**src/sv/bre_pkg.sv**
```systemverilog
package bre_pkg;

  localparam int COORD_W = 6;
  localparam int ROW_W   = 7;
  localparam int ADDR_W  = 12;
  localparam int COLOR_W = 24;
  localparam int ERR_W   = 9;
  localparam int INC_W   = 7;

  localparam logic [ROW_W-1:0] ROW_WIDTH_RESET = 7'd64;

  typedef logic [COORD_W-1:0] coord_t;

  typedef enum logic [1:0] {
    MODE_IDLE,
    MODE_SHALLOW,
    MODE_STEEP,
    MODE_AXIS
  } mode_t;

  // classified line request, as handed from the front end to the walker
  typedef struct packed {
    mode_t                     mode;
    logic                      major_y;
    logic                      minor_dec;
    coord_t                    x;
    coord_t                    y;
    coord_t                    walk_end;
    logic signed [ERR_W-1:0]   err;
    logic        [INC_W-1:0]   inc_a;
    logic signed [ERR_W-1:0]   inc_b;
    logic        [COLOR_W-1:0] color;
  } cmd_t;

endpackage

```
**src/sv/bre_front.sv**
```systemverilog
module bre_front (
  input  bre_pkg::coord_t                  start_x,
  input  bre_pkg::coord_t                  start_y,
  input  bre_pkg::coord_t                  end_x,
  input  bre_pkg::coord_t                  end_y,
  input  logic [bre_pkg::COLOR_W-1:0]      line_color,
  output bre_pkg::cmd_t                    cmd
);

  logic            dx_zero;
  logic            dy_zero;
  logic            x_up;
  logic            y_up;
  logic            shallow;
  bre_pkg::coord_t adx;
  bre_pkg::coord_t ady;
  bre_pkg::coord_t maj;
  bre_pkg::coord_t mnr;

  always_comb begin
    dx_zero = (start_x == end_x);
    dy_zero = (start_y == end_y);
    x_up    = (end_x >= start_x);
    y_up    = (end_y >= start_y);
    adx     = x_up ? (end_x - start_x) : (start_x - end_x);
    ady     = y_up ? (end_y - start_y) : (start_y - end_y);
    shallow = (ady <= adx);
    maj     = shallow ? adx : ady;
    mnr     = shallow ? ady : adx;
  end

  always_comb begin
    cmd       = '0;
    cmd.color = line_color;
    if (dx_zero || dy_zero) begin
      // axis aligned and single point lines walk up from the lower end
      cmd.mode = bre_pkg::MODE_AXIS;
      if (dx_zero) begin
        cmd.major_y  = 1'b1;
        cmd.x        = start_x;
        cmd.y        = y_up ? start_y : end_y;
        cmd.walk_end = y_up ? end_y : start_y;
      end else begin
        cmd.major_y  = 1'b0;
        cmd.y        = start_y;
        cmd.x        = x_up ? start_x : end_x;
        cmd.walk_end = x_up ? end_x : start_x;
      end
    end else begin
      cmd.minor_dec = (x_up != y_up);
      cmd.err       = $signed({2'b00, mnr, 1'b0}) - $signed({3'b000, maj});
      cmd.inc_a     = {mnr, 1'b0};
      cmd.inc_b     = $signed({2'b00, mnr, 1'b0}) - $signed({2'b00, maj, 1'b0});
      if (shallow) begin
        cmd.mode     = bre_pkg::MODE_SHALLOW;
        cmd.major_y  = 1'b0;
        cmd.x        = x_up ? start_x : end_x;
        cmd.y        = x_up ? start_y : end_y;
        cmd.walk_end = x_up ? end_x : start_x;
      end else begin
        cmd.mode     = bre_pkg::MODE_STEEP;
        cmd.major_y  = 1'b1;
        cmd.x        = y_up ? start_x : end_x;
        cmd.y        = y_up ? start_y : end_y;
        cmd.walk_end = y_up ? end_y : start_y;
      end
    end
  end

endmodule

```
**src/sv/bre_cmd_queue.sv**
```systemverilog
module bre_cmd_queue #(
  parameter int DEPTH = 2
) (
  input  logic          clk,
  input  logic          rst_n,
  input  logic          wr_en,
  input  bre_pkg::cmd_t wr_cmd,
  output logic          q_full,
  input  logic          rd_en,
  output logic          q_valid,
  output bre_pkg::cmd_t rd_cmd
);

  localparam int PTR_W = (DEPTH > 1) ? $clog2(DEPTH) : 1;
  localparam int CNT_W = $clog2(DEPTH + 1);

  bre_pkg::cmd_t    mem_r [DEPTH];
  logic [PTR_W-1:0] wr_ptr_r, wr_ptr_nxt;
  logic [PTR_W-1:0] rd_ptr_r, rd_ptr_nxt;
  logic [CNT_W-1:0] count_r, count_nxt;
  logic             do_wr;
  logic             do_rd;

  assign q_full  = (count_r == CNT_W'(DEPTH));
  assign q_valid = (count_r != '0);
  assign rd_cmd  = mem_r[rd_ptr_r];
  assign do_wr   = wr_en && !q_full;
  assign do_rd   = rd_en && q_valid;

  always_comb begin
    wr_ptr_nxt = wr_ptr_r;
    rd_ptr_nxt = rd_ptr_r;
    count_nxt  = count_r;
    if (do_wr) begin
      wr_ptr_nxt = (wr_ptr_r == PTR_W'(DEPTH - 1)) ? '0 : wr_ptr_r + 1'b1;
    end
    if (do_rd) begin
      rd_ptr_nxt = (rd_ptr_r == PTR_W'(DEPTH - 1)) ? '0 : rd_ptr_r + 1'b1;
    end
    if (do_wr && !do_rd) begin
      count_nxt = count_r + 1'b1;
    end else if (do_rd && !do_wr) begin
      count_nxt = count_r - 1'b1;
    end
  end

  always_ff @(posedge clk) begin
    if (!rst_n) begin
      wr_ptr_r <= '0;
      rd_ptr_r <= '0;
      count_r  <= '0;
    end else begin
      wr_ptr_r <= wr_ptr_nxt;
      rd_ptr_r <= rd_ptr_nxt;
      count_r  <= count_nxt;
    end
  end

  always_ff @(posedge clk) begin
    if (do_wr) begin
      mem_r[wr_ptr_r] <= wr_cmd;
    end
  end

endmodule

```
**src/sv/bre_walker.sv**
```systemverilog
module bre_walker (
  input  logic                          clk,
  input  logic                          rst_n,
  input  logic [bre_pkg::ROW_W-1:0]     row_width,
  input  logic                          cmd_valid,
  input  bre_pkg::cmd_t                 cmd,
  output logic                          cmd_pop,
  input  logic                          pop,
  output logic                          empty,
  output bre_pkg::coord_t               pixel_x,
  output bre_pkg::coord_t               pixel_y,
  output logic [bre_pkg::ADDR_W-1:0]    pixel_address,
  output logic [bre_pkg::COLOR_W-1:0]   pixel_color,
  output logic                          last_pixel
);

  bre_pkg::mode_t                       mode_r, mode_nxt;
  logic                                 major_y_r, major_y_nxt;
  logic                                 minor_dec_r, minor_dec_nxt;
  bre_pkg::coord_t                      x_r, x_nxt;
  bre_pkg::coord_t                      y_r, y_nxt;
  bre_pkg::coord_t                      end_r, end_nxt;
  logic signed [bre_pkg::ERR_W-1:0]     err_r, err_nxt;
  logic        [bre_pkg::INC_W-1:0]     inc_a_r, inc_a_nxt;
  logic signed [bre_pkg::ERR_W-1:0]     inc_b_r, inc_b_nxt;
  logic        [bre_pkg::COLOR_W-1:0]   color_r, color_nxt;

  logic                                 out_valid_r, out_valid_nxt;
  bre_pkg::coord_t                      out_x_r, out_x_nxt;
  bre_pkg::coord_t                      out_y_r, out_y_nxt;
  logic [bre_pkg::ADDR_W-1:0]           out_addr_r, out_addr_nxt;
  logic [bre_pkg::COLOR_W-1:0]          out_color_r, out_color_nxt;
  logic                                 out_last_r, out_last_nxt;

  logic                                 busy;
  logic                                 emit;
  logic                                 at_end;
  logic                                 load;
  logic                                 minor_step;
  bre_pkg::coord_t                      minor_next;
  logic [bre_pkg::ROW_W+bre_pkg::COORD_W-1:0] row_base;
  logic [bre_pkg::ADDR_W-1:0]           addr;

  always_comb begin
    busy    = (mode_r != bre_pkg::MODE_IDLE);
    emit    = busy && (!out_valid_r || pop);
    at_end  = ((major_y_r ? y_r : x_r) == end_r);
    load    = cmd_valid && (!busy || (emit && at_end));
    cmd_pop = load;
  end

  // shallow lines step the minor axis on err >= 0, steep ones only on err > 0
  always_comb begin
    case (mode_r)
      bre_pkg::MODE_SHALLOW: minor_step = !err_r[bre_pkg::ERR_W-1];
      bre_pkg::MODE_STEEP:   minor_step = !err_r[bre_pkg::ERR_W-1] && (err_r != '0);
      default:               minor_step = 1'b0;
    endcase
  end

  always_comb begin
    minor_next = major_y_r ? x_r : y_r;
    if (minor_step) begin
      minor_next = minor_dec_r ? minor_next - 1'b1 : minor_next + 1'b1;
    end
    row_base = row_width * y_r;
    addr     = bre_pkg::ADDR_W'(row_base) + bre_pkg::ADDR_W'(x_r);
  end

  // next state of the walk
  always_comb begin
    mode_nxt      = mode_r;
    major_y_nxt   = major_y_r;
    minor_dec_nxt = minor_dec_r;
    x_nxt         = x_r;
    y_nxt         = y_r;
    end_nxt       = end_r;
    err_nxt       = err_r;
    inc_a_nxt     = inc_a_r;
    inc_b_nxt     = inc_b_r;
    color_nxt     = color_r;
    if (emit) begin
      if (at_end) begin
        mode_nxt = bre_pkg::MODE_IDLE;
      end else begin
        if (major_y_r) begin
          y_nxt = y_r + 1'b1;
          x_nxt = minor_next;
        end else begin
          x_nxt = x_r + 1'b1;
          y_nxt = minor_next;
        end
        if (minor_step) begin
          err_nxt = err_r + inc_b_r;
        end else if (mode_r != bre_pkg::MODE_AXIS) begin
          err_nxt = err_r + $signed({2'b00, inc_a_r});
        end
      end
    end
    if (load) begin
      mode_nxt      = cmd.mode;
      major_y_nxt   = cmd.major_y;
      minor_dec_nxt = cmd.minor_dec;
      x_nxt         = cmd.x;
      y_nxt         = cmd.y;
      end_nxt       = cmd.walk_end;
      err_nxt       = cmd.err;
      inc_a_nxt     = cmd.inc_a;
      inc_b_nxt     = cmd.inc_b;
      color_nxt     = cmd.color;
    end
  end

  // result register
  always_comb begin
    out_valid_nxt = out_valid_r;
    out_x_nxt     = out_x_r;
    out_y_nxt     = out_y_r;
    out_addr_nxt  = out_addr_r;
    out_color_nxt = out_color_r;
    out_last_nxt  = out_last_r;
    if (emit) begin
      out_valid_nxt = 1'b1;
      out_x_nxt     = x_r;
      out_y_nxt     = y_r;
      out_addr_nxt  = addr;
      out_color_nxt = color_r;
      out_last_nxt  = at_end;
    end else if (pop) begin
      out_valid_nxt = 1'b0;
    end
  end

  always_ff @(posedge clk) begin
    if (!rst_n) begin
      mode_r      <= bre_pkg::MODE_IDLE;
      out_valid_r <= 1'b0;
    end else begin
      mode_r      <= mode_nxt;
      out_valid_r <= out_valid_nxt;
    end
  end

  always_ff @(posedge clk) begin
    major_y_r   <= major_y_nxt;
    minor_dec_r <= minor_dec_nxt;
    x_r         <= x_nxt;
    y_r         <= y_nxt;
    end_r       <= end_nxt;
    err_r       <= err_nxt;
    inc_a_r     <= inc_a_nxt;
    inc_b_r     <= inc_b_nxt;
    color_r     <= color_nxt;
    out_x_r     <= out_x_nxt;
    out_y_r     <= out_y_nxt;
    out_addr_r  <= out_addr_nxt;
    out_color_r <= out_color_nxt;
    out_last_r  <= out_last_nxt;
  end

  assign empty         = !out_valid_r;
  assign pixel_x       = out_x_r;
  assign pixel_y       = out_y_r;
  assign pixel_address = out_addr_r;
  assign pixel_color   = out_color_r;
  assign last_pixel    = out_last_r;

endmodule

```
**src/sv/bresenham_line_rasterizer.sv**
```systemverilog
// channel   | handshake        | payload
// ----------+------------------+-------------------------------------------------
// line in   | push / full      | in_start_x, in_start_y, in_end_x, in_end_y,
//           |                  | in_line_color
// pixel out | pop / empty      | out_pixel_x, out_pixel_y, out_pixel_address,
//           |                  | out_pixel_color, out_last_pixel
// config    | cfg_we           | cfg_wdata (row width)
//
// a line of N pixels (1 to 64) holds the walker, one pixel per cycle if popped,
// from the single error-step adder; the next queued request loads on the last pixel
// a lone request is queued, loaded by the walker, then its first pixel registered
// reset is synchronous and active low; row width returns to 64, queues empty
// a stalled pop freezes the walker; the request queue keeps taking lines until full

module bresenham_line_rasterizer #(
  parameter int CMD_DEPTH = 2
) (
  input  logic                          clk,
  input  logic                          rst_n,
  input  logic                          push,
  output logic                          full,
  input  bre_pkg::coord_t               in_start_x,
  input  bre_pkg::coord_t               in_start_y,
  input  bre_pkg::coord_t               in_end_x,
  input  bre_pkg::coord_t               in_end_y,
  input  logic [bre_pkg::COLOR_W-1:0]   in_line_color,
  input  logic                          pop,
  output logic                          empty,
  output bre_pkg::coord_t               out_pixel_x,
  output bre_pkg::coord_t               out_pixel_y,
  output logic [bre_pkg::ADDR_W-1:0]    out_pixel_address,
  output logic [bre_pkg::COLOR_W-1:0]   out_pixel_color,
  output logic                          out_last_pixel,
  input  logic                          cfg_we,
  input  logic [bre_pkg::ROW_W-1:0]     cfg_wdata
);

  logic [bre_pkg::ROW_W-1:0] row_width_r, row_width_nxt;
  bre_pkg::cmd_t             front_cmd;
  bre_pkg::cmd_t             head_cmd;
  logic                      head_valid;
  logic                      head_pop;

  assign row_width_nxt = cfg_we ? cfg_wdata : row_width_r;

  always_ff @(posedge clk) begin
    if (!rst_n) begin
      row_width_r <= bre_pkg::ROW_WIDTH_RESET;
    end else begin
      row_width_r <= row_width_nxt;
    end
  end

  bre_front u_front (
    .start_x    (in_start_x),
    .start_y    (in_start_y),
    .end_x      (in_end_x),
    .end_y      (in_end_y),
    .line_color (in_line_color),
    .cmd        (front_cmd)
  );

  bre_cmd_queue #(
    .DEPTH (CMD_DEPTH)
  ) u_cmd_queue (
    .clk     (clk),
    .rst_n   (rst_n),
    .wr_en   (push),
    .wr_cmd  (front_cmd),
    .q_full  (full),
    .rd_en   (head_pop),
    .q_valid (head_valid),
    .rd_cmd  (head_cmd)
  );

  bre_walker u_walker (
    .clk           (clk),
    .rst_n         (rst_n),
    .row_width     (row_width_r),
    .cmd_valid     (head_valid),
    .cmd           (head_cmd),
    .cmd_pop       (head_pop),
    .pop           (pop),
    .empty         (empty),
    .pixel_x       (out_pixel_x),
    .pixel_y       (out_pixel_y),
    .pixel_address (out_pixel_address),
    .pixel_color   (out_pixel_color),
    .last_pixel    (out_last_pixel)
  );

endmodule
```
**config.mk**
```make
export PLATFORM = sky130hd
export DESIGN_NAME = bresenham_line_rasterizer
export DESIGN_NICKNAME = d
export VERILOG_FILES = /design/src/sv/bre_pkg.sv /design/src/sv/bre_front.sv /design/src/sv/bre_cmd_queue.sv /design/src/sv/bre_walker.sv /design/src/sv/bresenham_line_rasterizer.sv
export SDC_FILE = /design/constraint.sdc
export NUM_CORES = 1
export LEC_CHECK = 0
export ABC_AREA = 1
export BUFFER_PORTS_ARGS = -buffer_cell sky130_fd_sc_hd__clkbuf_2
export CAP_MARGIN = 15
export CORE_MARGIN = 2
export CORE_UTILIZATION = 41
export DETAILED_ROUTE_END_ITERATION = 8
export SYNTH_ARGS = -nofsm -noshare
export SYNTH_HDL_FRONTEND = slang
export SYNTH_SLANG_ARGS = --single-unit
```
**constraint.sdc**
```tcl
create_clock -name clk -period 9.2 [get_ports clk]
set_input_delay 1.38 -clock clk [delete_from_list [all_inputs] [get_ports clk]]
set_output_delay 1.38 -clock clk [all_outputs]
set_load 0.02 [all_outputs]
```
==> tab_implementation.tex <==
\begin{tabular}{lr}
\hline
Metric & Value \\
\hline
\multicolumn{2}{l}{\textbf{Timing}} \\
\quad Final worst clock skew & 0.0121 ns \\
\quad Final Setup Violations & 0 \\
\quad Slew Limit Fails & 0 \\
\quad Tcrit/Tclk final & 0.621 \\
\quad Slew headroom & 0.361 \\
\quad Post-route minimum period & 5.71 ns \\
\quad Setup slack of the critical path after layout & 3.49 ns \\
\quad Transition time at the pin with the least slew margin & 0.959 ns \\
\quad Achievable Freq & 175 MHz \\
\quad Setup repair after global routing missed its margin & false \\
\quad TNS Setup & 0 ns \\
\quad Hold Violations, Final & 0 \\
\multicolumn{2}{l}{\textbf{Logic synthesis}} \\
\quad Post-synthesis cell type with the largest combined area & sky130\_fd\_sc\_hd\_\_edfxtp\_1 \\
\quad Top area cells in the synthesized netlist & sky130\_fd\_sc\_hd\_\_edfxtp\_1 (53\%), sky130\_fd\_sc\_hd\_\_nand2\_1 (12\%), sky130\_fd\_sc\_hd\_\_ha\_1 (7.3\%) \\
\quad List of most frequent post-synthesis cells & sky130\_fd\_sc\_hd\_\_nand2\_1 (438), sky130\_fd\_sc\_hd\_\_edfxtp\_1 (249), sky130\_fd\_sc\_hd\_\_inv\_1 (154) \\
\quad Gate count after technology mapping & 1,390 \\
\quad Main synth FF type & sky130\_fd\_sc\_hd\_\_edfxtp\_1 \\
\quad FF+latch count, synth & 264 \\
\quad Average cell area after synthesis & 10.2 um\^{}2 \\
\quad Number of different library cells in the post-synthesis netlist & 44 \\
\quad Share of synthesized registers carrying an async set or reset & 0 \\
\quad Cell with the most instances after synthesis & sky130\_fd\_sc\_hd\_\_nand2\_1 \\
\quad Proportion of synthesized chip area in sequential cells & 0.550 \\
\quad Net Count, Synth & 1,562 \\
\quad Number of synthesis warnings & 0 \\
\quad Syn Std Cell Area & 14,100 um\^{}2 \\
\quad Post-synth EDFFs & 249 \\
\quad Share of the synthesized area in the top cell type & 0.529 \\
\multicolumn{2}{l}{\textbf{Floorplanning}} \\
\quad Die width & 190 um \\
\quad Vertical die dimension & 190 um \\
\quad Boundary Pins & 111 \\
\quad Number of standard-cell rows in the floorplan & 67 \\
\quad Area enclosed by the die boundary & 36,000 um\^{}2 \\
\quad Core Footprint & 33,700 um\^{}2 \\
\quad Initial Utilization & 0.419 \\
\multicolumn{2}{l}{\textbf{Worst setup path}} \\
\quad Nature of the critical path endpoint & flip-flop \\
\quad Startpoint class of the critical path & input pin \\
\quad Largest driver fanout on the critical path & 17 \\
\quad Worst setup slack for register-to-register paths & 4.57 ns \\
\quad Critical R2R Capture & u\_walker.pixel\_address[11]\$\_DFFE\_PP\_ \\
\quad R2r startpoint & u\_walker.y\_r[2]\$\_DFFE\_PP\_ \\
\quad Crit path required time & 9.49 ns \\
\quad CP most frequent cell & sky130\_fd\_sc\_hd\_\_nand2\_1 \\
\quad Largest stage delay, worst path & 0.48 ns \\
\quad Startpoint of the worst setup timing path & in\_end\_y[0] \\
\quad Depth of the worst register-to-register path & 16 \\
\quad Arrival time at the worst endpoint & 6.00 ns \\
\quad Crit Path Category & in -> reg \\
\quad Slowest library cell on the worst path & sky130\_fd\_sc\_hd\_\_fa\_1 \\
\multicolumn{2}{l}{\textbf{Global routing}} \\
\quad Grt ovf & 0 \\
\quad Wire length of the first global-routing pass & 47.4 mm \\
\quad Vias in the first global route & 9,196 \\
\quad Largest net degree at the start of global routing & 68 \\
\quad Number of antenna violations at the first check in global routing & 0 \\
\quad Global-route usage over all layers & 0.164 \\
\multicolumn{2}{l}{\textbf{Cells and area}} \\
\quad ANT cells & 0 \\
\quad Final cell count without fillers & 1,959 \\
\quad Post-route cell area & 15,900 um\^{}2 \\
\quad Proportion of layout cells with a drive suffix above 1 & 0.128 \\
\quad Filler instances & 3,158 \\
\quad Final \#Nets & 1,664 \\
\quad Growth of design area from synthesis to finish & 12.6\% \\
\multicolumn{2}{l}{\textbf{Worst hold path}} \\
\quad Hold path depth & 0 \\
\quad Endpoint with the worst hold slack & u\_walker.pixel\_color[16]\$\_DFFE\_PP\_ \\
\quad Class of the tightest hold or removal check & reg -> reg \\
\quad Worst hold start & u\_walker.color\_r[16]\$\_DFFE\_PP\_ \\
\multicolumn{2}{l}{\textbf{Placement}} \\
\quad Pre-CTS WS & 3.00 ns \\
\quad Estimated wirelength of the detail-placed design & 20.7 mm \\
\quad Cell count after placement & 1,910 \\
\quad IO Port Bufs & 110 \\
\quad Post-place instance area & 15,100 um\^{}2 \\
\quad Routability cong. & 0.895 \\
\multicolumn{2}{l}{\textbf{Clocking}} \\
\quad Count of hold-fix buffers inserted at cts & 0 \\
\quad TritonCTS clock tree & done \\
\quad Clock net sink count & 264 \\
\quad Buffers from clock root to sink, at most & 3 \\
\quad Clock-pin slew reported for the worst setup and hold paths after clock tree synthesis & 0.06 ns \\
\quad Inserted Clock Buffers & 28 \\
\quad H-tree depth & 1 \\
\quad Later-pin clock latency in the skew report & 0.54 ns \\
\quad Post-CTS setup buffers & 0 \\
\quad Root Driver & sky130\_fd\_sc\_hd\_\_clkbuf\_16 \\
\quad Post-cts gate resize count & 0 \\
\multicolumn{2}{l}{\textbf{Power}} \\
\quad Flop pwr share & 0.374 \\
\quad Switching power as a share of total power & 0.411 \\
\quad Leakage & 0.00705 uW \\
\quad Switching power summed over all nets & 2530 uW \\
\quad Power per cell area & 387 nW/um\^{}2 \\
\quad Clock network fraction of total power & 0.169 \\
\quad IR Drop Worst-Case VDD & 0.000182 V \\
\quad Logic pwr share & 0.456 \\
\quad Pint & 3630 uW \\
\multicolumn{2}{l}{\textbf{Route}} \\
\quad Total routed wirelength & 29.4 mm \\
\quad Number of routed nets with antenna violations & 0 \\
\quad TritonRoute pass-1 iters & 5 \\
\quad Ratio of routed vias to standard cells & 4.87 \\
\quad Number of remaining DRC errors & 0 \\
\quad Iteration-0 DRC Markers & 593 \\
\quad Final routed wire length divided by cell count & 15.0 um \\
\quad Via count of the routed design & 9,542 \\
\multicolumn{2}{l}{\textbf{Status}} \\
\quad Status & finished clean \\
\multicolumn{2}{l}{\textbf{Flow run}} \\
\quad Max Cap Violations & 0 \\
\hline
\end{tabular}
sequential cells by signal, indices dropped and copies added (netlist names), 6 cells and up, named ones only:
register / count
u_walker.inc_a_r: 6
u_walker.err_r: 9
row_width_r: 7
u_walker.pixel_x: 6
u_walker.color_r: 24
u_walker.end_r: 6
u_walker.y_r: 6
u_cmd_queue.mem_r: 134
u_walker.pixel_address: 12
u_walker.pixel_y: 6
u_walker.inc_b_r: 7
u_walker.pixel_color: 24
u_walker.x_r: 6
layer usage:
metal,wire length [um],vias to the layer above,global-route usage
li1,-,4820,-
met1,13800,4469,0.225
met2,13700,211,0.274
met3,1290,42,0.0227
met4,652,0,0.0489
met5,0,-,0
cell families after synthesis:
kind of cell | after synthesis | synth area share
AND/OR/NAND/NOR | 584 | 0.167
adder cells (fa/ha/maj) | 112 | 0.115
AO/OA/AOI/OAI | 163 | 0.0668
XOR/XNOR | 48 | 0.0298
flip-flops | 264 | 0.550
buffers and inverters | 204 | 0.0599
multiplexers | 15 | 0.0106
critical path: cells and delay by family:
kind,cells,cell delay [ns]
compound gates,3,0.80
fa+ha+maj,4,1.36
buf+inv,6,0.81
simple gates,15,1.62
cell usage in the layout, fill, tap and decap left out, drive strengths merged, types with 10 or more instances in the layout:
master / instances
a21oi: 56
clkbuf: 149
dfxtp: 15
edfxtp: 249
fa: 30
ha: 82
inv: 159
mux2i: 15
nand2: 454
nand3: 51
nor2: 68
o211ai: 10
o21ai: 75
xnor2: 11
xor2: 37
power groups by stage:
stage	Combinational (uW)	Clock [uW]	Sequential [uW]
after global routing	3230	1110	2350
after detailed placement	2830	0	2340
after CTS	2840	1070	2310
after global placement	2780	0	2320
after floorplan	2060	0	2380
final	2810	1040	2310
worst max-delay path by stage:
stage	slack [ns]	end
2_1_floorplan	3.86	u_cmd_queue.count_r[1]$_SDFFE_PN0P_
3_3_place_gp	3.10	u_cmd_queue.mem_r[0][46]$_DFFE_PP_
3_5_place_dp	3.00	u_cmd_queue.mem_r[0][46]$_DFFE_PP_
4_1_cts	3.55	u_cmd_queue.mem_r[0][46]$_DFFE_PP_
5_1_grt	2.89	u_cmd_queue.mem_r[1][46]$_DFFE_PP_
6_report	3.49	u_cmd_queue.mem_r[0][46]$_DFFE_PP_
final cells by class:
class / instances / area (um^2) / area share
flip-flops and latches: 264 / 7780 / 0.489
multi-input cells: 922 / 5530 / 0.348
repair buffers: 117 / 603 / 0.0379
inverters: 159 / 597 / 0.0375
well taps: 448 / 561 / 0.0352
clock inverters: 10 / 81.3 / 0.00511
clock buffers: 39 / 763 / 0.0480
metrics by stage:
| step | hold WS, ns | util | total power (uW) |
|---|---|---|---|
| after detailed placement | 0.405 | 0.447 | 5160 |
| final | 0.415 | 0.472 | 6160 |
| after floorplan | 0.400 | - | 4440 |
| after CTS | 0.415 | 0.472 | 6220 |
| after global placement | 0.401 | 0.447 | 5100 |
| after global routing | 0.420 | 0.472 | 6700 |
No activity file was read; power rests on OpenSTA's default activity.
